## src/hdl/receipt_tagged_store_assert.svh

```systemverilog
// assertion macros used by the receipt store sequencer
`ifndef RECEIPT_TAGGED_STORE_ASSERT_SVH
`define RECEIPT_TAGGED_STORE_ASSERT_SVH

// same-cycle implication, sampled on clk, off while rst_n is low
`define RTS_ASSERT_NOW(label, ante, cons) \
  label: assert property (@(posedge clk) disable iff (!rst_n) (ante) |-> (cons)) \
    else $error("receipt store check failed");

// next-cycle implication, sampled on clk, off while rst_n is low
`define RTS_ASSERT_NEXT(label, ante, cons) \
  label: assert property (@(posedge clk) disable iff (!rst_n) (ante) |=> (cons)) \
    else $error("receipt store check failed");

`endif

```

## src/hdl/rts_pkg.sv

```systemverilog
// shared types and constants of the receipt store
`default_nettype none
package rts_pkg;

  localparam int CAPACITY_DEF      = 16;
  localparam int ITEM_WIDTH_DEF    = 32;
  localparam int RECEIPT_WIDTH_DEF = 16;

  // wide enough for a slot index at the largest supported capacity
  localparam int POS_W = 8;

  localparam logic KIND_INSERT = 1'b0;
  localparam logic KIND_REMOVE = 1'b1;

  localparam logic [1:0] STATUS_OK        = 2'd0;
  localparam logic [1:0] STATUS_NOT_FOUND = 2'd1;
  localparam logic [1:0] STATUS_FULL      = 2'd2;

  typedef enum logic [1:0] {
    CELL_HOLD,
    CELL_LOAD,
    CELL_ROTATE,
    CELL_DROP
  } cell_op_t;

  typedef struct packed {
    cell_op_t         op;
    logic [POS_W-1:0] pos;
  } cell_ctl_t;

  typedef enum logic {
    ST_IDLE,
    ST_SCAN
  } ctrl_state_t;

endpackage
`default_nettype wire

```

## src/hdl/rts_cell.sv

```systemverilog
// one slot of the store chain: item and receipt, shifted toward the head
`default_nettype none
module rts_cell #(
  parameter int IDX           = 0,
  parameter int ITEM_WIDTH    = rts_pkg::ITEM_WIDTH_DEF,
  parameter int RECEIPT_WIDTH = rts_pkg::RECEIPT_WIDTH_DEF
) (
  input  wire                      clk,
  input  wire rts_pkg::cell_ctl_t  ctl,
  input  wire  [ITEM_WIDTH-1:0]    load_item,
  input  wire  [RECEIPT_WIDTH-1:0] load_rcpt,
  input  wire  [ITEM_WIDTH-1:0]    head_item,
  input  wire  [RECEIPT_WIDTH-1:0] head_rcpt,
  input  wire  [ITEM_WIDTH-1:0]    up_item,
  input  wire  [RECEIPT_WIDTH-1:0] up_rcpt,
  output logic [ITEM_WIDTH-1:0]    item,
  output logic [RECEIPT_WIDTH-1:0] rcpt
);
  import rts_pkg::*;

  logic [ITEM_WIDTH-1:0]    item_r, item_nxt;
  logic [RECEIPT_WIDTH-1:0] rcpt_r, rcpt_nxt;
  logic                     at_pos;

  assign at_pos = (ctl.pos == POS_W'(IDX));

  always_comb begin
    item_nxt = item_r;
    rcpt_nxt = rcpt_r;
    case (ctl.op)
      CELL_LOAD: begin
        if (at_pos) begin
          item_nxt = load_item;
          rcpt_nxt = load_rcpt;
        end
      end
      CELL_ROTATE: begin
        if (at_pos) begin
          item_nxt = head_item;
          rcpt_nxt = head_rcpt;
        end else begin
          item_nxt = up_item;
          rcpt_nxt = up_rcpt;
        end
      end
      CELL_DROP: begin
        item_nxt = up_item;
        rcpt_nxt = up_rcpt;
      end
      default: begin
        item_nxt = item_r;
        rcpt_nxt = rcpt_r;
      end
    endcase
  end

  always_ff @(posedge clk) begin
    item_r <= item_nxt;
    rcpt_r <= rcpt_nxt;
  end

  assign item = item_r;
  assign rcpt = rcpt_r;

endmodule
`default_nettype wire

```

## src/hdl/rts_ctrl.sv

```systemverilog
// sequencer: count, receipt counter, head compare and result registers
`default_nettype none
`include "receipt_tagged_store_assert.svh"
module rts_ctrl #(
  parameter int CAPACITY      = rts_pkg::CAPACITY_DEF,
  parameter int ITEM_WIDTH    = rts_pkg::ITEM_WIDTH_DEF,
  parameter int RECEIPT_WIDTH = rts_pkg::RECEIPT_WIDTH_DEF,
  parameter int CNT_W         = $clog2(CAPACITY + 1)
) (
  input  wire                      clk,
  input  wire                      rst_n,
  input  wire                      start,
  output logic                     busy,
  input  wire                      in_kind,
  input  wire  [RECEIPT_WIDTH-1:0] in_receipt,
  input  wire  [ITEM_WIDTH-1:0]    head_item,
  input  wire  [RECEIPT_WIDTH-1:0] head_rcpt,
  output rts_pkg::cell_ctl_t       cell_ctl,
  output logic [RECEIPT_WIDTH-1:0] load_rcpt,
  output logic                     out_valid,
  output logic [RECEIPT_WIDTH-1:0] out_issued_receipt,
  output logic [ITEM_WIDTH-1:0]    out_removed_item,
  output logic [1:0]               out_status,
  output logic [CNT_W-1:0]         out_item_count,
  output logic                     out_is_empty
);
  import rts_pkg::*;

  localparam logic [CNT_W-1:0] CAP_CNT = CNT_W'(CAPACITY);

  ctrl_state_t              state_r, state_nxt;
  logic [CNT_W-1:0]         count_r, count_nxt;
  logic [CNT_W-1:0]         steps_r, steps_nxt;
  logic [RECEIPT_WIDTH-1:0] next_rcpt_r, next_rcpt_nxt;
  logic [RECEIPT_WIDTH-1:0] rcpt_inc;
  logic [RECEIPT_WIDTH-1:0] key_r, key_nxt;
  logic                     found_r, found_nxt;
  logic [ITEM_WIDTH-1:0]    hit_r, hit_nxt;
  logic                     match;

  logic                     ov_r, ov_nxt;
  logic [RECEIPT_WIDTH-1:0] orc_r, orc_nxt;
  logic [ITEM_WIDTH-1:0]    oitem_r, oitem_nxt;
  logic [1:0]               ost_r, ost_nxt;
  logic [CNT_W-1:0]         ocnt_r, ocnt_nxt;

  assign rcpt_inc = next_rcpt_r + 1'b1;
  assign match    = !found_r && (head_rcpt == key_r);
  assign busy     = (state_r == ST_SCAN);
  assign load_rcpt = next_rcpt_r;

  always_comb begin
    state_nxt     = state_r;
    count_nxt     = count_r;
    steps_nxt     = steps_r;
    next_rcpt_nxt = next_rcpt_r;
    key_nxt       = key_r;
    found_nxt     = found_r;
    hit_nxt       = hit_r;
    ov_nxt        = 1'b0;
    orc_nxt       = orc_r;
    oitem_nxt     = oitem_r;
    ost_nxt       = ost_r;
    ocnt_nxt      = ocnt_r;
    cell_ctl.op   = CELL_HOLD;
    cell_ctl.pos  = '0;
    case (state_r)
      ST_IDLE: begin
        if (start) begin
          if (in_kind == KIND_INSERT) begin
            ov_nxt    = 1'b1;
            oitem_nxt = '0;
            if (count_r == CAP_CNT) begin
              orc_nxt  = '0;
              ost_nxt  = STATUS_FULL;
              ocnt_nxt = count_r;
            end else begin
              cell_ctl.op   = CELL_LOAD;
              cell_ctl.pos  = POS_W'(count_r);
              orc_nxt       = next_rcpt_r;
              ost_nxt       = STATUS_OK;
              count_nxt     = count_r + 1'b1;
              ocnt_nxt      = count_r + 1'b1;
              next_rcpt_nxt = (rcpt_inc == '0) ? RECEIPT_WIDTH'(1) : rcpt_inc;
            end
          end else begin
            key_nxt = in_receipt;
            if (count_r == '0) begin
              ov_nxt    = 1'b1;
              orc_nxt   = '0;
              oitem_nxt = '0;
              ost_nxt   = STATUS_NOT_FOUND;
              ocnt_nxt  = count_r;
            end else begin
              state_nxt = ST_SCAN;
              steps_nxt = count_r;
              found_nxt = 1'b0;
            end
          end
        end
      end
      ST_SCAN: begin
        // head leaves cell 0 each cycle; kept entries re-enter at the tail
        if (match) begin
          cell_ctl.op = CELL_DROP;
          found_nxt   = 1'b1;
          hit_nxt     = head_item;
          count_nxt   = count_r - 1'b1;
        end else begin
          cell_ctl.op  = CELL_ROTATE;
          cell_ctl.pos = POS_W'(count_r - 1'b1);
        end
        steps_nxt = steps_r - 1'b1;
        if (steps_r == CNT_W'(1)) begin
          state_nxt = ST_IDLE;
          ov_nxt    = 1'b1;
          orc_nxt   = '0;
          ost_nxt   = (found_r || match) ? STATUS_OK : STATUS_NOT_FOUND;
          oitem_nxt = match ? head_item : (found_r ? hit_r : '0);
          ocnt_nxt  = count_nxt;
        end
      end
      default: begin
        state_nxt = ST_IDLE;
      end
    endcase
  end

  always_ff @(posedge clk) begin
    if (!rst_n) begin
      state_r     <= ST_IDLE;
      count_r     <= '0;
      steps_r     <= '0;
      next_rcpt_r <= RECEIPT_WIDTH'(1);
      found_r     <= 1'b0;
      ov_r        <= 1'b0;
    end else begin
      state_r     <= state_nxt;
      count_r     <= count_nxt;
      steps_r     <= steps_nxt;
      next_rcpt_r <= next_rcpt_nxt;
      found_r     <= found_nxt;
      ov_r        <= ov_nxt;
    end
  end

  always_ff @(posedge clk) begin
    key_r   <= key_nxt;
    hit_r   <= hit_nxt;
    orc_r   <= orc_nxt;
    oitem_r <= oitem_nxt;
    ost_r   <= ost_nxt;
    ocnt_r  <= ocnt_nxt;
  end

  assign out_valid          = ov_r;
  assign out_issued_receipt = orc_r;
  assign out_removed_item   = oitem_r;
  assign out_status         = ost_r;
  assign out_item_count     = ocnt_r;
  assign out_is_empty       = (ocnt_r == '0);

  `RTS_ASSERT_NOW(a_rcpt_nonzero, 1'b1, next_rcpt_r != '0)
  `RTS_ASSERT_NOW(a_scan_bounds, state_r == ST_SCAN, (steps_r != '0) && (count_r >= steps_r))
  `RTS_ASSERT_NOW(a_full_status, ov_r && (ost_r == STATUS_FULL), count_r == CAP_CNT)
  `RTS_ASSERT_NEXT(a_insert_grows,
    (state_r == ST_IDLE) && start && (in_kind == KIND_INSERT) && (count_r != CAP_CNT),
    (count_r == $past(count_r) + 1'b1) && ov_r && (ost_r == STATUS_OK))

endmodule
`default_nettype wire

```

## src/hdl/receipt_tagged_store.sv

```systemverilog
// receipt store top: sequencer plus a chain of slot cells
// insert, or remove from an empty store: strobe in the cycle after the transfer, one per cycle
// remove with items held: busy while each held item passes the head, strobe and next transfer in the cycle after
// busy is high during the scan; the head compare on cell 0's receipt steers the chain
// out_valid is a one-cycle strobe, the receiver cannot stall it
// synchronous active-low reset: count 0, next receipt 1, slot contents left as they are
`default_nettype none
module receipt_tagged_store #(
  parameter int CAPACITY      = rts_pkg::CAPACITY_DEF,
  parameter int ITEM_WIDTH    = rts_pkg::ITEM_WIDTH_DEF,
  parameter int RECEIPT_WIDTH = rts_pkg::RECEIPT_WIDTH_DEF,
  parameter int CNT_W         = $clog2(CAPACITY + 1)
) (
  input  wire                      clk,
  input  wire                      rst_n,
  input  wire                      start,
  output logic                     busy,
  input  wire                      in_kind,
  input  wire  [ITEM_WIDTH-1:0]    in_item_value,
  input  wire  [RECEIPT_WIDTH-1:0] in_receipt,
  output logic                     out_valid,
  output logic [RECEIPT_WIDTH-1:0] out_issued_receipt,
  output logic [ITEM_WIDTH-1:0]    out_removed_item,
  output logic [1:0]               out_status,
  output logic [CNT_W-1:0]         out_item_count,
  output logic                     out_is_empty
);
  import rts_pkg::*;

  // per-slot contents as seen by the neighbors
  logic [ITEM_WIDTH-1:0]    slot_item [CAPACITY];
  logic [RECEIPT_WIDTH-1:0] slot_rcpt [CAPACITY];

  // broadcast command to all cells: hold, load at pos, rotate into pos, drop head
  cell_ctl_t                cell_ctl;
  logic [RECEIPT_WIDTH-1:0] load_rcpt;

  rts_ctrl #(
    .CAPACITY      (CAPACITY),
    .ITEM_WIDTH    (ITEM_WIDTH),
    .RECEIPT_WIDTH (RECEIPT_WIDTH),
    .CNT_W         (CNT_W)
  ) u_ctrl (
    .clk                (clk),
    .rst_n              (rst_n),
    .start              (start),
    .busy               (busy),
    .in_kind            (in_kind),
    .in_receipt         (in_receipt),
    .head_item          (slot_item[0]),
    .head_rcpt          (slot_rcpt[0]),
    .cell_ctl           (cell_ctl),
    .load_rcpt          (load_rcpt),
    .out_valid          (out_valid),
    .out_issued_receipt (out_issued_receipt),
    .out_removed_item   (out_removed_item),
    .out_status         (out_status),
    .out_item_count     (out_item_count),
    .out_is_empty       (out_is_empty)
  );

  // cell i takes cell i+1 on a shift; the last cell recirculates its own value
  for (genvar i = 0; i < CAPACITY; i++) begin : g_cell
    logic [ITEM_WIDTH-1:0]    up_item;
    logic [RECEIPT_WIDTH-1:0] up_rcpt;

    if (i == CAPACITY - 1) begin : g_last
      assign up_item = slot_item[i];
      assign up_rcpt = slot_rcpt[i];
    end else begin : g_mid
      assign up_item = slot_item[i+1];
      assign up_rcpt = slot_rcpt[i+1];
    end

    rts_cell #(
      .IDX           (i),
      .ITEM_WIDTH    (ITEM_WIDTH),
      .RECEIPT_WIDTH (RECEIPT_WIDTH)
    ) u_cell (
      .clk       (clk),
      .ctl       (cell_ctl),
      .load_item (in_item_value),
      .load_rcpt (load_rcpt),
      .head_item (slot_item[0]),
      .head_rcpt (slot_rcpt[0]),
      .up_item   (up_item),
      .up_rcpt   (up_rcpt),
      .item      (slot_item[i]),
      .rcpt      (slot_rcpt[i])
    );
  end

endmodule
`default_nettype wire

```

## config.mk

```make
export PLATFORM = sky130hd
export DESIGN_NAME = receipt_tagged_store
export DESIGN_NICKNAME = d
export VERILOG_FILES = /design/src/hdl/rts_pkg.sv /design/src/hdl/rts_cell.sv /design/src/hdl/rts_ctrl.sv /design/src/hdl/receipt_tagged_store.sv
export VERILOG_INCLUDE_DIRS = /design/src /design/src/hdl
export SDC_FILE = /design/constraint.sdc
export NUM_CORES = 1
export LEC_CHECK = 0
export BUFFER_PORTS_ARGS = -buffer_cell sky130_fd_sc_hd__buf_2
export CAP_MARGIN = 20
export CORE_ASPECT_RATIO = 1.75
export CORE_MARGIN = 10
export CORE_UTILIZATION = 45
export DETAILED_ROUTE_END_ITERATION = 10
export SLEW_MARGIN = 10
export SYNTH_ARGS = -nofsm -noshare
export SYNTH_HDL_FRONTEND = slang
export SYNTH_SLANG_ARGS = --single-unit
```

## constraint.sdc

```tcl
create_clock -name clk -period 14.2 [get_ports clk]
set_input_delay 1.42 -clock clk [delete_from_list [all_inputs] [get_ports clk]]
set_output_delay 1.42 -clock clk [all_outputs]
set_load 0.005 [all_outputs]
```

# Word level (Yosys, flattened, before mapping)
# Index checks and enable logic that the tools add are counted.
totals:
  reg_bits: 900
op_classes:
  addsub: 5
  eq_ne: 46
  n_mux: 152
  bitwise: 3
  n_reduce_logical: 32
op_table:
  columns: ["operator", "n"]
  rows:
  - ["$pmux 32 s3", 15]
  - ["$mux 32", 38]
  - ["$pmux 16 s3", 15]
  - ["$mux 16", 38]
  - ["$pmux 32 s2", 2]
  - ["$eq 8x4->1 const B", 8]
  - ["$pmux 16 s2", 2]
  - ["$mux 5", 11]
  - ["$ne 2x1->1 const B", 17]
  - ["$eq 8x3->1 const B", 4]
  - ["$reduce_and 2->1", 16]
  - ["$pmux 5 s2", 3]
  - ["$mux 10", 2]
  - ["$pmux 10 s2", 1]
  - ["$add 16x1->16 const B", 1]
  - ["$eq 16x16->1", 1]
  - ["$eq 8x2->1 const B", 2]
  - ["$logic_not 16->1", 1]
  - ["$reduce_and 3->1", 5]
  - ["$mux 1", 14]
  - ["$ne 2x2->1 const B", 7]
  - ["$logic_not 5->1", 2]
  - ["$mux 2", 5]
  - ["$sub 5x1->5 const B", 2]
  - ["20 further kinds", 26]

# Longest topological paths before layout
# Gate-level depths: netlist (run 1).
depth:
  ltp_word: 8
  ltp_mapped: 18
  depth_no_buf: 12

# By module
# From an unflattened synthesis (run 1), not the netlist that was laid out.
hier_totals:
  cells_unflattened: 5837
  area_unflattened_um2: 56351.5
by_module_without_submodules:
  columns: ["mod", "instances", "cells_per_inst", "area_each_um2", "seq_area_each_um2"]
  rows:
  - ["rts_cell at g_cell[10].u_cell ...", 6, 337, 3143.0, 1441.4]
  - ["rts_cell at g_cell[1].u_cell ...", 4, 337, 3205.6, 1441.4]
  - ["rts_cell at g_cell[11].u_cell ...", 4, 337, 3136.8, 1441.4]
  - ["rts_ctrl", 1, 445, 5748.0, 3673.5]
  - ["rts_cell at g_cell[0].u_cell", 1, 337, 3244.4, 1441.4]
  - ["rts_cell at g_cell[15].u_cell", 1, 337, 3131.8, 1441.4]

# Worst setup path after synthesis (run 1)
# No wires, ideal clock.
synth_path:
  path_kind: "register to register"
  startpoint: "register g_cell[0].u_cell.rcpt_r[9]"
  endpoint: "register g_cell[0].u_cell.item_r[0] (enable)"
  arrival_ns: 6.659
  required_time_ns: 13.672
  slack_ns: 7.013
  stages_incl_launch_ff: 15
  path_buffers: 4
  cell_sequence: "edfxtp_1 > clkbuf_1 > xor2_1 > nor4_1 > nand4_1 > buf_2 > nor2_1 > inv_1 > buf_2 > ha_1 > a22o_1 > clkbuf_1 > a311oi_1 > nand2_1 > o32ai_1"
synth_between:
  elab_chain_cells: 7
synth_rtl:
  columns: ["element", "line", "source"]
  rows:
  - ["start, declared", "rts_cell.sv:22", "logic [RECEIPT_WIDTH-1:0] rcpt_r, rcpt_nxt;"]
  - ["start signal, assigned", "rts_cell.sv:59", "rcpt_r <= rcpt_nxt;"]
  - ["$eq 16x16->1 *", "rts_ctrl.sv:48", "assign match = !found_r && (head_rcpt == key_r);"]
  - ["$logic_and 1x1->1 *", "rts_ctrl.sv:48", null]
  - ["$mux 8 / $mux 1 (equally long branches)", "rts_ctrl.sv:104", "if (match) begin"]
  - ["$pmux 10 s2 *", "rts_ctrl.sv:67", "case (state_r)"]
  - ["$logic_not 8->1 (tied with other cells)", "rts_cell.sv:25", "assign at_pos = (ctl.pos == POS_W'(IDX));"]
  - ["$ne 2x2->1 (no source line) (tied with other cells)", null, null]
  - ["$reduce_and 3->1 (no source line) *", null, null]
  - ["end signal, assigned", "rts_cell.sv:58", "item_r <= item_nxt;"]
  - ["end, declared", "rts_cell.sv:21", "logic [ITEM_WIDTH-1:0] item_r, item_nxt;"]
# Every way passes the cells marked *; elsewhere a longest branch is shown, timed or not.
# A chain may end at the register's enable or synchronous reset.

# Worst setup path after layout (run 1)
layout_path:
  startpoint: "register g_cell[0].u_cell.rcpt_r[11]"
  endpoint: "register g_cell[10].u_cell.rcpt_r[2], data pin"
layout_between:
  elab_chain_cells: 7
layout_rtl:
  columns: ["element", "line", "source"]
  rows:
  - ["$eq 16x16->1 *", "rts_ctrl.sv:48", null]
  - ["$logic_and 1x1->1 *", "rts_ctrl.sv:48", null]
  - ["$mux 8", "rts_ctrl.sv:104", null]
  - ["$pmux 10 s2 *", "rts_ctrl.sv:67", null]
  - ["$eq 8x4->1", "rts_cell.sv:25", null]
  - ["$mux 16", "rts_cell.sv:38", "if (at_pos) begin"]
  - ["$pmux 16 s3 *", "rts_cell.sv:30", "case (ctl.op)"]
  - ["net g_cell[10].u_cell.rcpt_nxt[2]", "rts_cell.sv:22", null]
  - ["end signal, assigned", "rts_cell.sv:59", null]
  - ["end, declared", "rts_cell.sv:22", null]
# Mark *: on every way through the listed nets, which the timed path passes. The rest lies on a longest branch.

==> results of run 1 <==
-- power groups by stage --
stage | Combinational (mW) | Clock [mW] | Sequential [mW]
4_1_cts | 0.781 | 2.34 | 3.28
5_1_grt | 0.841 | 2.42 | 3.29
2_1_floorplan | 0.548 | 0 | 3.25
3_5_place_dp | 0.778 | 0 | 3.33
6_report | 0.788 | 2.31 | 3.28
3_3_place_gp | 0.755 | 0 | 3.32
-- worst max-delay path: cells and delay by family (launching register included) --
kind	cells	cell delay (ns)
AND/OR/NAND/NOR	4	2.17
buffers and inverters	4	2.15
XOR/XNOR	1	0.25
adder cells (fa/ha/maj)	1	0.29
AO/OA/AOI/OAI	3	1.19
flip-flops	1	0.64
-- per-layer routing --
layer / global-route usage (%) / wire [µm] / up-vias
li1: - / - / 12700
met1: 29.0 / 49500 / 14900
met2: 42.1 / 67600 / 1528
met3: 3.68 / 9670 / 341
met4: 12.1 / 6570 / 4
met5: 0 / 20 / -
-- through the flow --
stage | total power [mW] | util [%] | worst slack, ns | area [µm²] | std cells
after floorplan | 3.80 | - | 7.01 | 42000 | 3348
after detailed placement | 4.11 | 46.5 | 7.36 | 43100 | 4325
after CTS | 6.40 | 49.4 | 7.31 | 45800 | 4474
after global routing | 6.56 | 49.4 | 6.88 | 45900 | 4477
final | 6.37 | 49.4 | 7.16 | 45900 | 4478
after global placement | 4.08 | 46.5 | 7.41 | 43100 | 4323
-- cell usage after synthesis, types with 3 or more instances --
cell	number	share of area, %
xor2_1	22	0.46
buf_4	12	0.21
nand4_1	10	0.15
nor4_4	3	0.15
a21o_1	49	0.88
o31ai_1	3	0.054
a22o_1	33	0.69
clkbuf_1	280	2.5
o211ai_1	5	0.089
a31oi_1	254	3.8
and2_1	26	0.39
and3_1	7	0.10
edfxtp_1	871	62
buf_1	56	0.50
a21oi_1	500	6.0
nand2_1	168	1.5
o21ai_0	190	2.3
nor2b_1	50	0.74
o211a_1	3	0.072
buf_2	45	0.54
nor4_1	7	0.10
or4_1	3	0.054
dfxtp_1	29	1.4
inv_1	13	0.12
xnor2_1	17	0.35
a21boi_0	3	0.054
mux2_2	49	1.3
nor3_1	17	0.20
nand3_1	22	0.26
nand2b_1	7	0.10
mux2i_1	296	7.1
buf_6	8	0.21
a221o_1	133	3.2
nor2_1	81	0.72
o21ai_1	24	0.29
ha_1	7	0.21
-- cells by family after synthesis --
logic type / Yosys count / share of synthesized area, %
compound gates: 1222 / 17.9
xor+xnor: 39 / 0.813
fa+ha+maj: 7 / 0.209
buf+inv: 416 / 4.16
flops: 900 / 63.7
mux: 345 / 8.37
simple gates: 419 / 4.93
-- sequential cells by signal, summed over array words and instances, names as in the netlist, 5 cells and up --
name and count:
g_cell.u_cell.item 512, g_cell.u_cell.rcpt 256, u_ctrl.hit_r 32, u_ctrl.out_removed_item 32, u_ctrl.key_r 16, u_ctrl.load_rcpt 16, u_ctrl.out_issued_receipt 16, u_ctrl.count_r 5
u_ctrl.out_item_count 5, u_ctrl.steps_r 5
-- worst max-delay path by stage --
stage | startpoint | end | slack [ns]
floorplan | g_cell[0].u_cell.rcpt[9] | g_cell[0].u_cell.item[0] | 7.01
detailed placement | g_cell[0].u_cell.rcpt[11] | g_cell[6].u_cell.item[24] | 7.36
finish | g_cell[0].u_cell.rcpt[11] | g_cell[10].u_cell.rcpt[2] | 7.16
CTS | g_cell[0].u_cell.rcpt[11] | g_cell[6].u_cell.rcpt[2] | 7.31
global route | g_cell[0].u_cell.rcpt[11] | g_cell[6].u_cell.item[27] | 6.88
global placement | g_cell[0].u_cell.rcpt[11] | g_cell[6].u_cell.item[28] | 7.41
-- area by class of cell --
type,count,area share (%)
well taps,1200,3.27
repair buffers,182,2.48
inverters,13,0.123
multi-input cells,2032,30.0
flip-flops and latches,900,58.3
clock inverters,43,0.987
diodes,2,0.0109
clock buffers,106,4.88
==> results.md, run 1 <==
* Outcome: complete, no violations
* Max-cap viol count at 0
* Min cycle time layout at 7.04 ns
* Via count at 29.4k
* # IOs at 110
* Max Root-Sink Buffers at 3
* Post-layout nets at 3272
* Worst Hold Class: flop to flop
* First-pass GRT wire length at 197000 µm
* Post-Syn Area at between 40000 and 50000 µm²
* GRT Residual Overflow at 0
* Clock skew at 0.0360 ns
* Total Routing Usage GR at 24.3%
* Synth Net Count at 3407
* Clk sinks at 900
* Hold EP: g_cell[0].u_cell.item[29]
* Slowest stage cell on the critical path: buf_4
* RSZ-0062 raised after global routing: false
* CP required at 14.62 ns
* I/O Buffers at 109
* H-tree depth at 3
* Crit start category: flop
* Routed WL at about 130000 µm
* Clk_lat worst skew at 0.70 ns
* R2r endpoint: g_cell[10].u_cell.rcpt[2]
* FFs w/ async S/R, synth at 0%
* EDFF count, synth at 871
* Worst reg2reg startpoint: g_cell[0].u_cell.rcpt[11]
* Hold wc startpoint: g_cell[1].u_cell.item[29]
* Most used cell, CP: buf_4
* Cell Rows at between 100 and 150
* Endpoint arrival time on the critical path at 7.46 ns
* Routability cong. at 0.909
* CTS Hold Bufs at 0
* WL/cell at 29.8 µm
* Comb pwr share at between 10% and 20%
* TritonCTS clock tree: yes
* CTS Buf Count at 84
* Final Hold Vio Count at 0
* Internal Power at 4.66 mW
* PostCTS Resize Cnt at 0
* Worst vdd ir at 0.102 mV
* Die Y at 424 µm
* Setup TNS at 0 ns
* Tcrit/Tclk final at between 40% and 50%
* Fillcell total at 7971
* Worst path max stage delay at approximately 0.93 ns
* Largest net degree at the start of global routing at about 210
* Synth unique cells at 69
* Cells on Worst Hold Path at 1
* Share of cells above drive strength 1 at approximately 12%
* PD cells at ~140 nW/µm²
* Final setup viols at 0
* Fin Hold WS at 0.524 ns
* CTS clock-pin slew for the worst setup and hold paths at 0.07 ns
* Post-detail-place hpwl at ~78000 µm
* Multi-input gate area in the final layout at 13700 µm²
* Root Buffer: clkbuf_16
* Worst R2R Path Depth at 13
* Worst-margin pin slew at 1.16 ns
* Primary FF master, synth: edfxtp_1
* FF+latch count, synth at 900
* Die Wd at about 250 µm
* Warnings, synthesis at 0
* Std-Cell Core Area at 92800 µm²
* Initial antenna violation count at 5
* Crit end category: flop
* Commonest cells after routing, fill and taps aside: edfxtp_1 (871), a21oi_1 (499), mux2i_1 (296)
* Post-Synthesis Cells at roughly 3.3k
* Peak Freq at 142 MHz
* Sequential share of the synthesized area at 63.7%
* Vias per Instance at about 6.6
* Post-route ant nets at 0
* Slew Limit Fails at 0
* Worst setup path class: flop to flop
* Die area at 106000 µm²
* Power share of the clock group at 36.2%
* Vias in the first global route at 29.5k
* Post-CTS Setup Inserts at 0
* Reg power frac at 51.4%
* Critical Path Fanout Max at 68
* Initial Util at 45.3%
* Leakage power at 15.9 nW
* DRT Pass-1 Iters at 6
* Area Growth Syn to Fin at 9.25%
* DRT iter0 DRCs at 3274
* Switch Pwr at 1.71 mW
* Rel. slew slack at 23.0%
* Commonest non-fill, non-tap cell in the layout: edfxtp_1
* Remaining routing DRC violations at 0
* Average size of a mapped cell at 12.5 µm²
* Area occupied by registers at 26700 µm²
* Critical-path cell list: xor2_1, nor4_1, nand4_1, nor2_1, inv_1, ha_1, a22o_1, nor3_2, buf_4, buf_4, a21oi_4, buf_4, a221o_1
* Switching Share at about 27%
* Flop2flop setup slack at 7.16 ns
Note: power is estimated with default switching activity, not from simulation.
==> inputs of run 2 (changes only) <==
clock period = 7.2 ns   (was 14.2 ns; I/O delays follow)
==> run 2 against run 1 <==
Flip-flop and latch count did not move. Total power increased by 97%. Global-route usage increased by 0.40 points. Clock power grew 95%. Clock skew is 0.014 ns lower. Worst setup slack lost 6.0 ns. Combinational power increased by 100%. Die area stayed put. Largest power group unchanged. Highest routed layer unchanged.
==> results.md, run 2 (same netlist as run 1, synthesis figures left out) <==
* Outcome: complete, no violations
* Internal Power at 9.13 mW (+96%)
* Die Y at 424 µm (unchanged)
* Worst Hold Class: primary input to flop
* Max Root-Sink Buffers at 3 (unchanged)
* Remaining routing DRC violations at 0 (unchanged)
* I/O Buffers at 109 (unchanged)
* Max reg flops at 512 (unchanged)
* Commonest non-fill, non-tap cell in the layout: edfxtp_1
* Post-route ant nets at 0 (unchanged)
* Crit end category: flop
* Met1 Usage GRT at 29.2% (+0.18 points)
* PostCTS Resize Cnt at 0 (unchanged)
* Slew Limit Fails at 0 (unchanged)
* Worst-margin pin slew at 1.20 ns (+0.0418 ns)
* Die area at 106000 µm² (unchanged)
* Power share of the clock group at 35.9% (-0.3 points)
* Peak Freq at 167 MHz (+17%)
* Global routing met3 resource utilization at 3.98% (+0.30 points)
* Rel. slew slack at 20.0% (-3.0 points)
* Clk_lat worst skew at 0.69 ns (about the same)
* Critical path buffers and inverters at 4 (unchanged)
* GRT Max-Usage Layer: met2
* Total Routing Usage GR at 24.7% (+0.40 points)
* Multi-input gate area in the final layout at 13700 µm² (about the same)
* Max-cap viol count at 0 (unchanged)
* CTS clock-pin slew for the worst setup and hold paths at 0.06 ns (about the same)
* Post-detail-place hpwl at 80100 µm (+3.2%)
* CTS Buf Count at 82 (-2.4%)
* First-pass GRT wire length at 199000 µm (+1.4%)
* Clk sinks at 900 (unchanged)
* Most used cell, CP: buf_4
* Cell Rows at 148 (unchanged)
* TritonCTS clock tree: yes
* Worst vdd ir at 0.199 mV (+96%)
* DRT Pass-1 Iters at 6 (unchanged)
* Worst setup path class: flop to flop
* DRT iter0 DRCs at 3389 (+3.5%)
* Worst path max stage delay at 1.03 ns (+0.10 ns)
* Root Buffer: clkbuf_16
* Endpoint arrival time on the critical path at 6.55 ns (-0.91 ns)
* Total chip power at 12.6 mW (+97%)
* WL/cell at 30.4 µm (+2.1%)
* Initial Util at 45.3% (unchanged)
* Leakage power at 16.0 nW (+0.31%)
* Vias per Instance at 6.65 (+1.1%)
* Crit-path leading delay family: compound AO/OA/AOI/OAI gates
* CP required at 7.75 ns (-6.87 ns)
* Post-CTS Setup Inserts at 0 (unchanged)
* Critical Path Fanout Max at 28 (-59%)
* Std-Cell Core Area at 92800 µm² (unchanged)
* ANT cells at 0 (-2)
* PD cells at 273 nW/µm² (+97%)
* Final setup viols at 0 (unchanged)
* Switching Share at 27.3% (+0.42 points)
* Die Wd at 251 µm (unchanged)
* Setup TNS at 0 ns (unchanged)
* Slowest stage cell on the critical path: a21oi_4
* CTS Hold Bufs at 0 (unchanged)
* Via count at 29.9k (+1.4%)
* Post-layout nets at 3286 (+0.43%)
* Crit start category: flop
* H-tree depth at 3 (unchanged)
* Fillcell total at 8113 (+1.8%)
* Comb pwr share at 12.7% (+0.3 points)
* Tcrit/Tclk final at 83.4% (+34 points)
* Vias in the first global route at 30.0k (+1.7%)
* Met2 Use GR at 42.8% (+0.68 points)
* # IOs at 110 (unchanged)
* Routability cong. at 0.884 (-2.8%)
* RSZ-0062 raised after global routing: false
* Commonest cells after routing, fill and taps aside: edfxtp_1 (871), a21oi_1 (499), mux2i_1 (296)
* Switch Pwr at 3.43 mW (+100%)
* Critical-path cell list: xor2_1, nor4_1, buf_4, nand4_1, buf_4, nor2_1, inv_1, ha_1, a22oi_1, a311o_1, nor2_4, a21oi_4, buf_4, a221o_1
* Clock skew at 0.0221 ns (-0.0139 ns)
* Share of cells above drive strength 1 at 12.9% (+0.57 points)
* Initial antenna violation count at 7 (+2)
* Area occupied by registers at 26700 µm² (unchanged)
* Final Hold Vio Count at 0 (unchanged)
* Reg power frac at 51.4% (about the same)
* GRT Residual Overflow at 0 (unchanged)
* Min cycle time layout at 6.01 ns (-1.03 ns)
* Area Growth Syn to Fin at 9.54%
* Largest net degree at the start of global routing at 97 (-53%)
* Routed WL at 137000 µm (+2.4%)
==> run 2: worst paths after layout <==
kind	start	end	slack [ns]	cells past startpoint
max	g_cell[0].u_cell.rcpt[1]	g_cell[9].u_cell.item[30]	1.19	14
min	in_receipt[0]	u_ctrl.key_r[0]	0.21	1
max reg2reg	g_cell[0].u_cell.rcpt[1]	g_cell[9].u_cell.item[30]	1.19	14
min reg2reg	u_ctrl.steps_r[4]	u_ctrl.steps_r[4]	0.51	2
==> run 2: layout make-up <==
| type | instances | area share [%] |
|---|---|---|
| clock buffer | 104 | 4.87 |
| clock inverter | 46 | 0.909 |
| inverter | 13 | 0.122 |
| multi-input combinational | 2032 | 29.9 |
| sequential | 900 | 58.1 |
| tap | 1200 | 3.26 |
| timing repair buffer | 198 | 2.83 |
==> run 2: power by group through the flow <==
stage | logic (mW) | registers [mW] | clock network, mW
2_1_floorplan | 1.08 | 6.41 | 0
3_3_place_gp | 1.53 | 6.55 | 0
3_5_place_dp | 1.57 | 6.57 | 0
4_1_cts | 1.57 | 6.46 | 4.57
5_1_grt | 1.69 | 6.49 | 4.75
6_report | 1.59 | 6.46 | 4.51
==> run 2: metal layers <==
layer | part of all wire, % | up-vias
met5 | 0.076 | -
met3 | 7.9 | 390
met4 | 5.0 | 14
met1 | 37 | 15000
li1 | - | 12700
met2 | 50 | 1736
==> run 2: per-stage QoR <==
step | cell area, µm² | hold slack [ns] | worst slack (ns) | utilization [%] | cells
2_1_floorplan | 42000 | 0.424 | 0.0135 | - | 3348
3_3_place_gp | 43300 | 0.485 | 1.48 | 46.7 | 4342
3_5_place_dp | 43300 | 0.503 | 1.31 | 46.7 | 4343
4_1_cts | 46000 | 0.179 | 1.29 | 49.6 | 4493
5_1_grt | 46000 | 0.211 | 1.03 | 49.6 | 4493
6_report | 46000 | 0.212 | 1.19 | 49.6 | 4493
